--- src/rtl/core/segment_segment_squared_distance_top_macros.svh ---
// ----------------------------------------------------------------------------
// Assertion macros for the segment distance block
// Shared concurrent assertion forms.
// ----------------------------------------------------------------------------
`ifndef SEGMENT_SEGMENT_SQUARED_DISTANCE_TOP_MACROS_SVH
`define SEGMENT_SEGMENT_SQUARED_DISTANCE_TOP_MACROS_SVH

// Check an implication on every clock edge outside reset
`define SSD_ASSERT_IMP(label, clk, rst, ante, cons, msg) \
   label: assert property (@(posedge clk) disable iff (rst) (ante) |-> (cons)) \
      else $error(msg);

// Check a next-cycle implication outside reset
`define SSD_ASSERT_NXT(label, clk, rst, ante, cons, msg) \
   label: assert property (@(posedge clk) disable iff (rst) (ante) |=> (cons)) \
      else $error(msg);

`endif

--- src/rtl/core/ssd_queue.sv ---
// ----------------------------------------------------------------------------
// Segment distance queue
// Two-entry queue, used for jobs between the front and back parts and for results.
// ----------------------------------------------------------------------------
module ssd_queue #(
   parameter int unsigned W = 8
) (
   input  logic         clock,
   input  logic         reset,
   input  logic         push,
   input  logic [W-1:0] wdata,
   output logic         full,
   input  logic         pop,
   output logic [W-1:0] rdata,
   output logic         empty
);

   logic [W-1:0] mem_ff [2];
   logic         wp_ff, wp_in, rp_ff, rp_in;
   logic [1:0]   cnt_ff, cnt_in;
   logic         do_push, do_pop;

   assign full    = cnt_ff == 2'd2;
   assign empty   = cnt_ff == 2'd0;
   assign do_push = push && !full;
   assign do_pop  = pop && !empty;
   assign rdata   = mem_ff[rp_ff];

   // Advance pointers and count
   always_comb begin
      wp_in  = wp_ff ^ do_push;
      rp_in  = rp_ff ^ do_pop;
      cnt_in = cnt_ff + {1'b0, do_push} - {1'b0, do_pop};
   end

   always_ff @(posedge clock) begin
      if (reset) begin
         wp_ff <= 1'b0; rp_ff <= 1'b0; cnt_ff <= 2'd0;
      end else begin
         wp_ff <= wp_in; rp_ff <= rp_in; cnt_ff <= cnt_in;
      end
   end

   always_ff @(posedge clock) begin
      if (do_push) mem_ff[wp_ff] <= wdata;
   end

endmodule

--- config.mk ---
export PLATFORM = sky130hd
export DESIGN_NAME = ssd_queue
export DESIGN_NICKNAME = d
export VERILOG_FILES = /design/src/rtl/core/segment_segment_squared_distance_top_macros.svh /design/src/rtl/core/ssd_queue.sv
export SDC_FILE = /design/constraint.sdc
export NUM_CORES = 1
export LEC_CHECK = 0
export BUFFER_PORTS_ARGS = -buffer_cell sky130_fd_sc_hd__buf_2
export CAP_MARGIN = 20
export CORE_UTILIZATION = 40
export DETAILED_ROUTE_END_ITERATION = 12
export GPL_TIMING_DRIVEN = 0
export SLEW_MARGIN = 20
export SYNTH_ARGS = -nofsm -noshare
export SYNTH_HDL_FRONTEND = slang
export SYNTH_SLANG_ARGS = --single-unit
--- constraint.sdc ---
create_clock -name clock -period 2.15 [get_ports clock]
set_clock_uncertainty 0.1 [all_clocks]
set_input_delay 0.43 -clock clock [delete_from_list [all_inputs] [get_ports clock]]
set_output_delay 0.43 -clock clock [all_outputs]
set_load 0.05 [all_outputs]
==> impl_metrics.env, run 1 <==
export IMPL_synth_largest_area_cell="edfxtp_1"
export IMPL_wl_per_cell_microns=11.1
export IMPL_synth_edf_count=16
export IMPL_initial_core_util_pct=44.6
export IMPL_die_y_microns=46.8
export IMPL_synthTopCellsByArea="edfxtp_1, mux2_2, dfxtp_1"
export IMPL_seqPwrFrac_pct=39.0
export IMPL_fin_ws_ns=0.220
export IMPL_cts_root_buf="clkbuf_4"
export IMPL_finalHoldViolCount=0
export IMPL_clock_fmax_ghz=0.518
export IMPL_clkTransAtPathRegs_ns=0.11
export IMPL_cp_arrival_ns=1.40
export IMPL_cts_resized=0
export IMPL_tightest_slew_ns=0.382
export IMPL_fp_dieW_microns=46.8
export IMPL_setup_violations=0
export IMPL_avgSynthCellArea_sq_um=16.7
export IMPL_num_vias=440
export IMPL_p_per_area_mw_per_mm2=1340
export IMPL_combPwrFrac_pct=39.0
export IMPL_period_share_pct=89.8
export IMPL_ys_flop_type="edfxtp_1"
export IMPL_ys_seq_elements=20
export IMPL_hpwl_microns=794
export IMPL_n_fill_cell=164
export IMPL_cts_tree="built"
export IMPL_p_clk_share_pct=22.0
export IMPL_p_sw_share_pct=35.7
export IMPL_ant_nets=0
export IMPL_path_class="reg -> out"
export IMPL_critPathMaxFanout=10
export IMPL_hold_class="in -> reg"
export IMPL_peakVddDrop_uv=642
export IMPL_maxCapViolations=0
export IMPL_die_area_sq_mm=0.00219
export IMPL_synth_cell_types=13
export IMPL_async_reset_ff_share_pct=0
export IMPL_routed_wl_mm=1.08
export IMPL_grt_antenna_before_repair=0
export IMPL_clk_path_buf_depth=2
export IMPL_io_pins=22
export IMPL_maxSlewViolCount=0
export IMPL_port_buffers=21
export IMPL_grt_max_degree=13
export IMPL_power_switching_mw=0.477
export IMPL_ys_warn_count=0
export IMPL_intPower_mw=0.858
export IMPL_postCtsSetupBuffers=0
export IMPL_cp_required_ns=1.62
export IMPL_syn_num_nets=64
export IMPL_worstSkewPairLatency_ns=0.29
export IMPL_ys_seq_area_share_pct=69.8
export IMPL_drt_iter0_markers=3
export IMPL_row_count=15
export IMPL_rsz0062_at_grt="no"
export IMPL_cts_buffers=3
export IMPL_gp_congestion=0.650
export IMPL_drc=0
export IMPL_nets=90
export IMPL_grt_overflow_total=0
export IMPL_leakage_nw=0.417
export IMPL_worst_setup_path_end_kind="output port"
export IMPL_worstSetupStartpointType="flop"
export IMPL_outcome="finished clean"
export IMPL_drive_gt1_share_pct=47.9
export IMPL_n_antenna_cell=0
export IMPL_setup_tns_ns=0
export IMPL_netlist_area_leader_share_pct=59.8
export IMPL_cts_max_level=1
export IMPL_synth_common_cells="edfxtp_1, mux2_2, dfxtp_1, ha_1, nor2_1"
export IMPL_period_needed_ns=1.93
export IMPL_grt_pass1_wl_mm=1.59
export IMPL_area_growth_syn_to_layout_pct=23.5
export IMPL_drt_pass1_iter_count=4
export IMPL_pre_cts_slack_ns=0.529
export IMPL_slew_headroom_pct=74.6
export IMPL_drt_vias_per_instance=4.49
export IMPL_core_area_sq_mm=0.00180
export IMPL_synth_most_common_cell="edfxtp_1"
export IMPL_cts_hold_buf=0
export IMPL_clock_sinks=20
export IMPL_syn_area_sq_um=803
export IMPL_grt_pass1_vias=390
export IMPL_grt_usage_pct=11.6
export IMPL_synthCells=48
-- final timing paths --
path	start	to	slack, ns	depth (start not counted)
min	wdata[4]	mem_ff[1][4]	0.22	1
max	rp_ff	rdata[4]	0.22	3
max reg2reg	cnt_ff[1]	cnt_ff[1]	0.52	7
min reg2reg	wp_ff	wp_ff	0.46	3
-- layout make-up --
| type | count | area [sq um] | area share [%] |
|---|---|---|---|
| Buffer | 1 | 5.00 | 0.504 |
| Clock buffer | 3 | 22.5 | 2.27 |
| Clock inverter | 1 | 30.0 | 3.03 |
| Inverter | 3 | 11.3 | 1.13 |
| Multi-Input combinational cell | 24 | 226 | 22.8 |
| Sequential cell | 20 | 561 | 56.5 |
| Tap cell | 25 | 31.3 | 3.15 |
| Timing Repair Buffer | 21 | 105 | 10.6 |
-- registers in the layout, indices dropped and copies added, names as in the netlist --
name,count
rp_ff,1
cnt_ff,2
wp_ff,1
mem_ff,16
-- power by group through the flow --
| stage | logic, mW | clock network [mW] | registers, mW |
|---|---|---|---|
| floorplan | 0.427 | 0 | 0.523 |
| global placement | 0.521 | 0 | 0.528 |
| detailed placement | 0.527 | 0 | 0.530 |
| CTS | 0.529 | 0.305 | 0.521 |
| global route | 0.556 | 0.327 | 0.526 |
| finish | 0.520 | 0.294 | 0.521 |
-- routing by layer --
metal	up-vias	global-route usage [%]	part of all wire (%)
li1	225	-	-
met1	202	11.2	41
met2	11	20.3	52
met3	2	5.00	5.9
met4	0	6.86	0.65
met5	-	0	0
-- layout by cell type (no fill, tap or decap) --
master,instances
buf_2,22
edfxtp_1,16
mux2_2,9
nor2_1,4
ha_1,4
dfxtp_1,4
inv_1,3
clkbuf_4,3
nor2b_1,2
or2b_1,1
and2_1,1
nand2_1,1
o21a_1,1
xnor3_1,1
bufinv_16,1
-- worst max-delay path, cell delays in order (launching register included) --
cell	delay (ns)
dfxtp_1	0.31
buf_2	0.23
mux2_2	0.36
buf_2	0.21
-- per-stage QoR --
| step | hold WS [ns] | util, % | instance area (sq um) | total power, mW | instances |
|---|---|---|---|---|---|
| floorplan | 0.397 | - | 803 | 0.950 | 48 |
| global placement | 0.443 | 52.2 | 940 | 1.05 | 94 |
| detailed placement | 0.450 | 52.2 | 940 | 1.06 | 94 |
| CTS | 0.203 | 55.1 | 992 | 1.36 | 98 |
| global route | 0.187 | 55.1 | 992 | 1.41 | 98 |
| finish | 0.218 | 55.1 | 992 | 1.33 | 98 |
-- kinds of logic after synthesis --
family,after synthesis,share of synthesized area (%)
DFF,20,69.8
muxes,9,12.6
and+or+nand+nor,9,5.61
buffers and inverters,4,2.02
adders and majority gates,4,6.23
AOI/OAI and AO/OA,1,0.935
xor gates and xnor gates,1,2.80
Power figures use the tool's default switching activity.
==> run 2: changes to the inputs <==
CAP_MARGIN = not set   (was 20)
clock period = 1.8 ns   (was 2.15 ns; I/O delays follow)
==> impl_metrics.env, run 2 (same netlist as run 1, synthesis figures left out) <==
export IMPL_outcome="finished clean"
export IMPL_mostFrequentLayoutCell="edfxtp_1"
export IMPL_cp_required_ns=1.34
export IMPL_initial_core_util_pct=44.6
export IMPL_finish_utilization_pct=57.8
export IMPL_drive_gt1_share_pct=50.0
export IMPL_area_growth_syn_to_layout_pct=29.6
export IMPL_cts_hold_buf=0
export IMPL_crit_path_end="rdata[4]"
export IMPL_cp_top_family="flip-flops"
export IMPL_reg_top3="mem_ff (16), cnt_ff (2)"
export IMPL_grt_overflow_total=0
export IMPL_path_class="reg -> out"
export IMPL_period_share_pct=95.9
export IMPL_gp_congestion=0.650
export IMPL_hold_class="in -> reg"
export IMPL_rsz0062_at_grt="no"
export IMPL_path_depth=3
export IMPL_worstSetupStartpointType="flop"
export IMPL_grt_usage_pct=11.7
export IMPL_clock_fmax_ghz=0.579
export IMPL_tightest_slew_ns=0.383
export IMPL_cp_startpoint="rp_ff"
export IMPL_cpPeakStageDelay_ns=0.35
export IMPL_setup_tns_ns=0
export IMPL_slowest_stage="dfxtp_2"
export IMPL_die_y_microns=46.8
export IMPL_clock_sinks=20
export IMPL_cts_buffers=3
export IMPL_postCtsSetupBuffers=0
export IMPL_wl_per_cell_microns=11.2
export IMPL_total_power_mw=1.67
export IMPL_setup_violations=0
export IMPL_grt_pass1_vias=399
export IMPL_grt_antenna_before_repair=0
export IMPL_regToRegSetupSlack_ns=0.17
export IMPL_reg2reg_depth=7
export IMPL_cp_arrival_ns=1.27
export IMPL_peakVddDrop_uv=771
export IMPL_leakage_nw=0.434
export IMPL_grt_pass1_wl_mm=1.61
export IMPL_cts_tree="built"
export IMPL_maxSlewViolCount=0
export IMPL_grt_max_degree=13
export IMPL_worst_setup_path_end_kind="output port"
export IMPL_n_antenna_cell=0
export IMPL_min_from="wdata[4]"
export IMPL_drt_pass1_iter_count=5
export IMPL_cts_root_buf="clkbuf_4"
export IMPL_routed_wl_mm=1.10
export IMPL_io_pins=22
export IMPL_slew_headroom_pct=74.5
export IMPL_path_cells="buf_6 -> mux2_2 -> buf_4"
export IMPL_cts_max_level=1
export IMPL_maxCapViolations=0
export IMPL_port_buffers=21
export IMPL_nets=91
export IMPL_hpwl_microns=794
export IMPL_layout_common_cells="edfxtp_1, buf_2, mux2_2"
export IMPL_p_per_area_mw_per_mm2=1610
export IMPL_row_count=15
export IMPL_rr_startpoint="cnt_ff[1]"
export IMPL_cp_buffers_inverters=2
export IMPL_ant_nets=0
export IMPL_fp_dieW_microns=46.8
export IMPL_regMostFlops="mem_ff"
export IMPL_clkTransAtPathRegs_ns=0.11
export IMPL_critPathMaxFanout=5
export IMPL_die_area_sq_mm=0.00219
export IMPL_drc=0
export IMPL_drt_iter0_markers=1
export IMPL_finalHoldViolCount=0
export IMPL_core_area_sq_mm=0.00180
export IMPL_r2r_end="cnt_ff[1]"
export IMPL_worstSkewPairLatency_ns=0.29
export IMPL_num_vias=447
export IMPL_largest_reg_flops=16
export IMPL_drt_vias_per_instance=4.52
export IMPL_period_needed_ns=1.73
export IMPL_clk_path_buf_depth=2
==> run 2: cell count changes in the layout (fill, tap and decap cells not counted) <==
cell / change
buf_2: -10
buf_4: +6
buf_6: +4
clkbuf_4: +1
dfxtp_1: -1
dfxtp_2: +1
==> run 2: power breakdown <==
group / total (mW) / switching (mW) / internal, mW
clock network: 0.353 / 0.128 / 0.225
registers: 0.627 / 0.0340 / 0.593
logic: 0.692 / 0.420 / 0.271
==> run 2: what timing repair did <==
| action | CTS | global route |
|---|---|---|
| gates cloned | 0 | 1 |
| pin swaps | 0 | 0 |
| endpoints found under the setup margin | 8 | 9 |
| resized for setup | 10 | 6 |
| endpoints found under the hold margin | 0 | 0 |
==> run 2: routing by layer <==
metal / GRT usage, % / vias up / share of wire, % / wire, microns
met1: 11.5 / 206 / 40 / 447
met4: 6.86 / 0 / 0.63 / 7
met3: 5.00 / 2 / 4.8 / 53
met2: 20.6 / 11 / 54 / 596
li1: - / 228 / - / -
met5: 0 / - / 0 / 0
==> run 2: how the worst min path moves through the flow <==
stage,endpoint,slack (ns),cells past startpoint
2_1_floorplan,wp_ff,0.33,1
3_3_place_gp,wp_ff,0.44,3
3_5_place_dp,wp_ff,0.45,3
4_1_cts,mem_ff[1][4],0.13,1
5_1_grt,mem_ff[0][3],0.12,1
6_report,mem_ff[1][4],0.15,1
==> run 2: area by class of cell <==
type                    count  area, sq um
fillers                   154          761
flip-flops and latches     20          562
multi-input cells          24          226
repair buffers             22          146
well taps                  25         31.3
clock inverters             1         30.0
clock buffers               3         22.5
plain buffers               1         11.3
inverters                   3         11.3
==> run 2: stage by stage <==
| stage | instances | setup WS [ns] | area [sq um] | hold WS (ns) |
|---|---|---|---|---|
| final | 99 | 0.0733 | 1040 | 0.146 |
| after global routing | 99 | 0.00503 | 1040 | 0.117 |
| after CTS | 98 | 0.0220 | 1020 | 0.133 |
| after detailed placement | 94 | 0.193 | 940 | 0.450 |
| after global placement | 94 | 0.243 | 940 | 0.443 |
| after floorplan | 48 | 0.330 | 803 | 0.327 |
==> run 2: worst register-to-register path, stage by stage (launching register included) <==
cell,delay (ns)
dfxtp_1,0.39
or2b_1,0.28
nand2_1,0.08
ha_1,0.22
inv_1,0.06
ha_1,0.15
xnor3_1,0.22
nor2_1,0.08
==> run 3: changes to the inputs <==
PLACE_DENSITY = 0.68   (was not set)
==> impl_metrics.env, run 3 (same netlist as run 1, synthesis figures left out) <==
export IMPL_layout_common_cells="edfxtp_1, buf_2, mux2_2"
export IMPL_clk_path_buf_depth=2
export IMPL_topRoutingLayerUsed="met4"
export IMPL_r2r_end="cnt_ff[1]"
export IMPL_row_count=15
export IMPL_critPathMaxFanout=9
export IMPL_core_area_sq_mm=0.00180
export IMPL_dp_cells=94
export IMPL_slew_headroom_pct=74.7
export IMPL_path_class="reg -> out"
export IMPL_nets=91
export IMPL_met1_length_microns=457
export IMPL_drc=0
export IMPL_largest_reg_flops=16
export IMPL_io_pins=22
export IMPL_num_vias=452
export IMPL_regMostFlops="mem_ff"
export IMPL_finalHoldViolCount=0
export IMPL_hold_class="in -> reg"
export IMPL_drive_gt1_share_pct=47.3
export IMPL_grt_pass1_vias=380
export IMPL_gp_congestion=0.636
export IMPL_die_area_sq_mm=0.00219
export IMPL_stdcell_count=99
export IMPL_p_per_area_mw_per_mm2=1490
export IMPL_cts_max_level=1
export IMPL_tightest_slew_ns=0.379
export IMPL_maxSlewViolCount=0
export IMPL_grt_usage_pct=11.3
export IMPL_drt_iter0_markers=1
export IMPL_cp_startpoint="rp_ff"
export IMPL_wl_met2_microns=532
export IMPL_peakVddDrop_uv=720
export IMPL_rr_startpoint="cnt_ff[1]"
export IMPL_period_needed_ns=1.73
export IMPL_port_buffers=21
export IMPL_clock_fmax_ghz=0.577
export IMPL_n_antenna_cell=0
export IMPL_ant_nets=0
export IMPL_wl_per_cell_microns=10.8
export IMPL_worstSkewPairLatency_ns=0.28
export IMPL_grt_overflow_total=0
export IMPL_n_fill_cell=150
export IMPL_cts_root_buf="clkbuf_4"
export IMPL_maxCapViolations=0
export IMPL_rsz0062_at_grt="no"
export IMPL_cp_required_ns=1.34
export IMPL_cp_arrival_ns=1.27
export IMPL_regToRegSetupSlack_ns=0.23
export IMPL_outcome="finished clean"
export IMPL_hpwl_microns=771
export IMPL_mostFrequentLayoutCell="edfxtp_1"
export IMPL_drt_pass1_iter_count=2
export IMPL_fp_dieW_microns=46.8
export IMPL_grt_max_degree=12
export IMPL_initial_core_util_pct=44.6
export IMPL_crit_path_end="rdata[2]"
export IMPL_clkTransAtPathRegs_ns=0.10
export IMPL_worst_setup_path_end_kind="output port"
export IMPL_period_share_pct=96.3
export IMPL_routed_wl_mm=1.07
export IMPL_cts_tree="built"
export IMPL_grt_antenna_before_repair=0
export IMPL_area_growth_syn_to_layout_pct=25.9
export IMPL_die_y_microns=46.8
export IMPL_worstSetupStartpointType="flop"
export IMPL_setup_tns_ns=0
export IMPL_clock_sinks=20
export IMPL_leakage_nw=0.421
export IMPL_whs_ns=0.159
export IMPL_reg2reg_depth=7
export IMPL_drt_vias_per_instance=4.57
export IMPL_grt_pass1_wl_mm=1.61
export IMPL_wl_met3_microns=68
export IMPL_setup_violations=0
export IMPL_cts_buffers=3
export IMPL_reg_top3="mem_ff (16), cnt_ff (2)"
==> run 3: cell count changes in the layout (fill, tap and decap cells not counted), sizes merged <==
cell	previous run	this run
buf	22	23
bufinv	1	0
==> run 3: how the worst min path moves through the flow <==
stage / from / endpoint / slack [ns] / depth (start not counted)
after floorplan: reset / wp_ff / 0.33 / 1
after global placement: wp_ff / wp_ff / 0.44 / 3
after detailed placement: wdata[6] / mem_ff[0][6] / 0.45 / 1
after CTS: wdata[6] / mem_ff[0][6] / 0.15 / 1
after global routing: wdata[5] / mem_ff[0][5] / 0.14 / 1
final: wdata[5] / mem_ff[1][5] / 0.16 / 1
==> run 3: metrics by stage <==
stage	setup WS (ns)	total power, mW	cell area, sq um	util, %
6_report	0.0660	1.51	1010	56.1
5_1_grt	0.00550	1.60	1010	56.1
4_1_cts	0.000738	1.50	988	54.9
3_5_place_dp	0.236	1.26	940	52.2
3_3_place_gp	0.250	1.25	940	52.2
2_1_floorplan	0.330	1.13	803	-
==> run 3: report_power, final <==
| part | leakage [nW] | internal [mW] | switching [mW] | total, mW |
|---|---|---|---|---|
| Clock | 0.0150 | 0.0858 | 0.115 | 0.201 |
| Sequential | 0.183 | 0.592 | 0.0310 | 0.623 |
| Combinational | 0.224 | 0.267 | 0.419 | 0.686 |
==> run 3: final cells by class <==
type / instances / area, sq um / share of cell area [%]
Multi-Input combinational cell: 24 / 226 / 22.4
Inverter: 3 / 11.3 / 1.11
Sequential cell: 20 / 561 / 55.4
Buffer: 1 / 11.3 / 1.11
Clock buffer: 4 / 26.3 / 2.60
Tap cell: 25 / 31.3 / 3.09
Timing Repair Buffer: 22 / 144 / 14.2
==> run 3: per-layer routing <==
layer	GRT usage, %	up-vias
met5	0	-
met4	6.86	0
met3	3.85	2
met2	17.5	10
met1	13.6	212
li1	-	228
==> run 3: worst max-delay path, stage by stage, from the launching register on <==
cell	delay, ns
dfxtp_1	0.33
buf_6	0.14
mux2_2	0.33
buf_4	0.19
==> run 3: repair_timing <==
item / 4_1_cts / 5_1_grt
gates resized for setup: 9 / 4
gates cloned: 0 / 0
pin swaps: 0 / 0
buffers inserted: 0 / 1
hold buffers: 0 / 0
setup endpoints to repair: 8 / 8
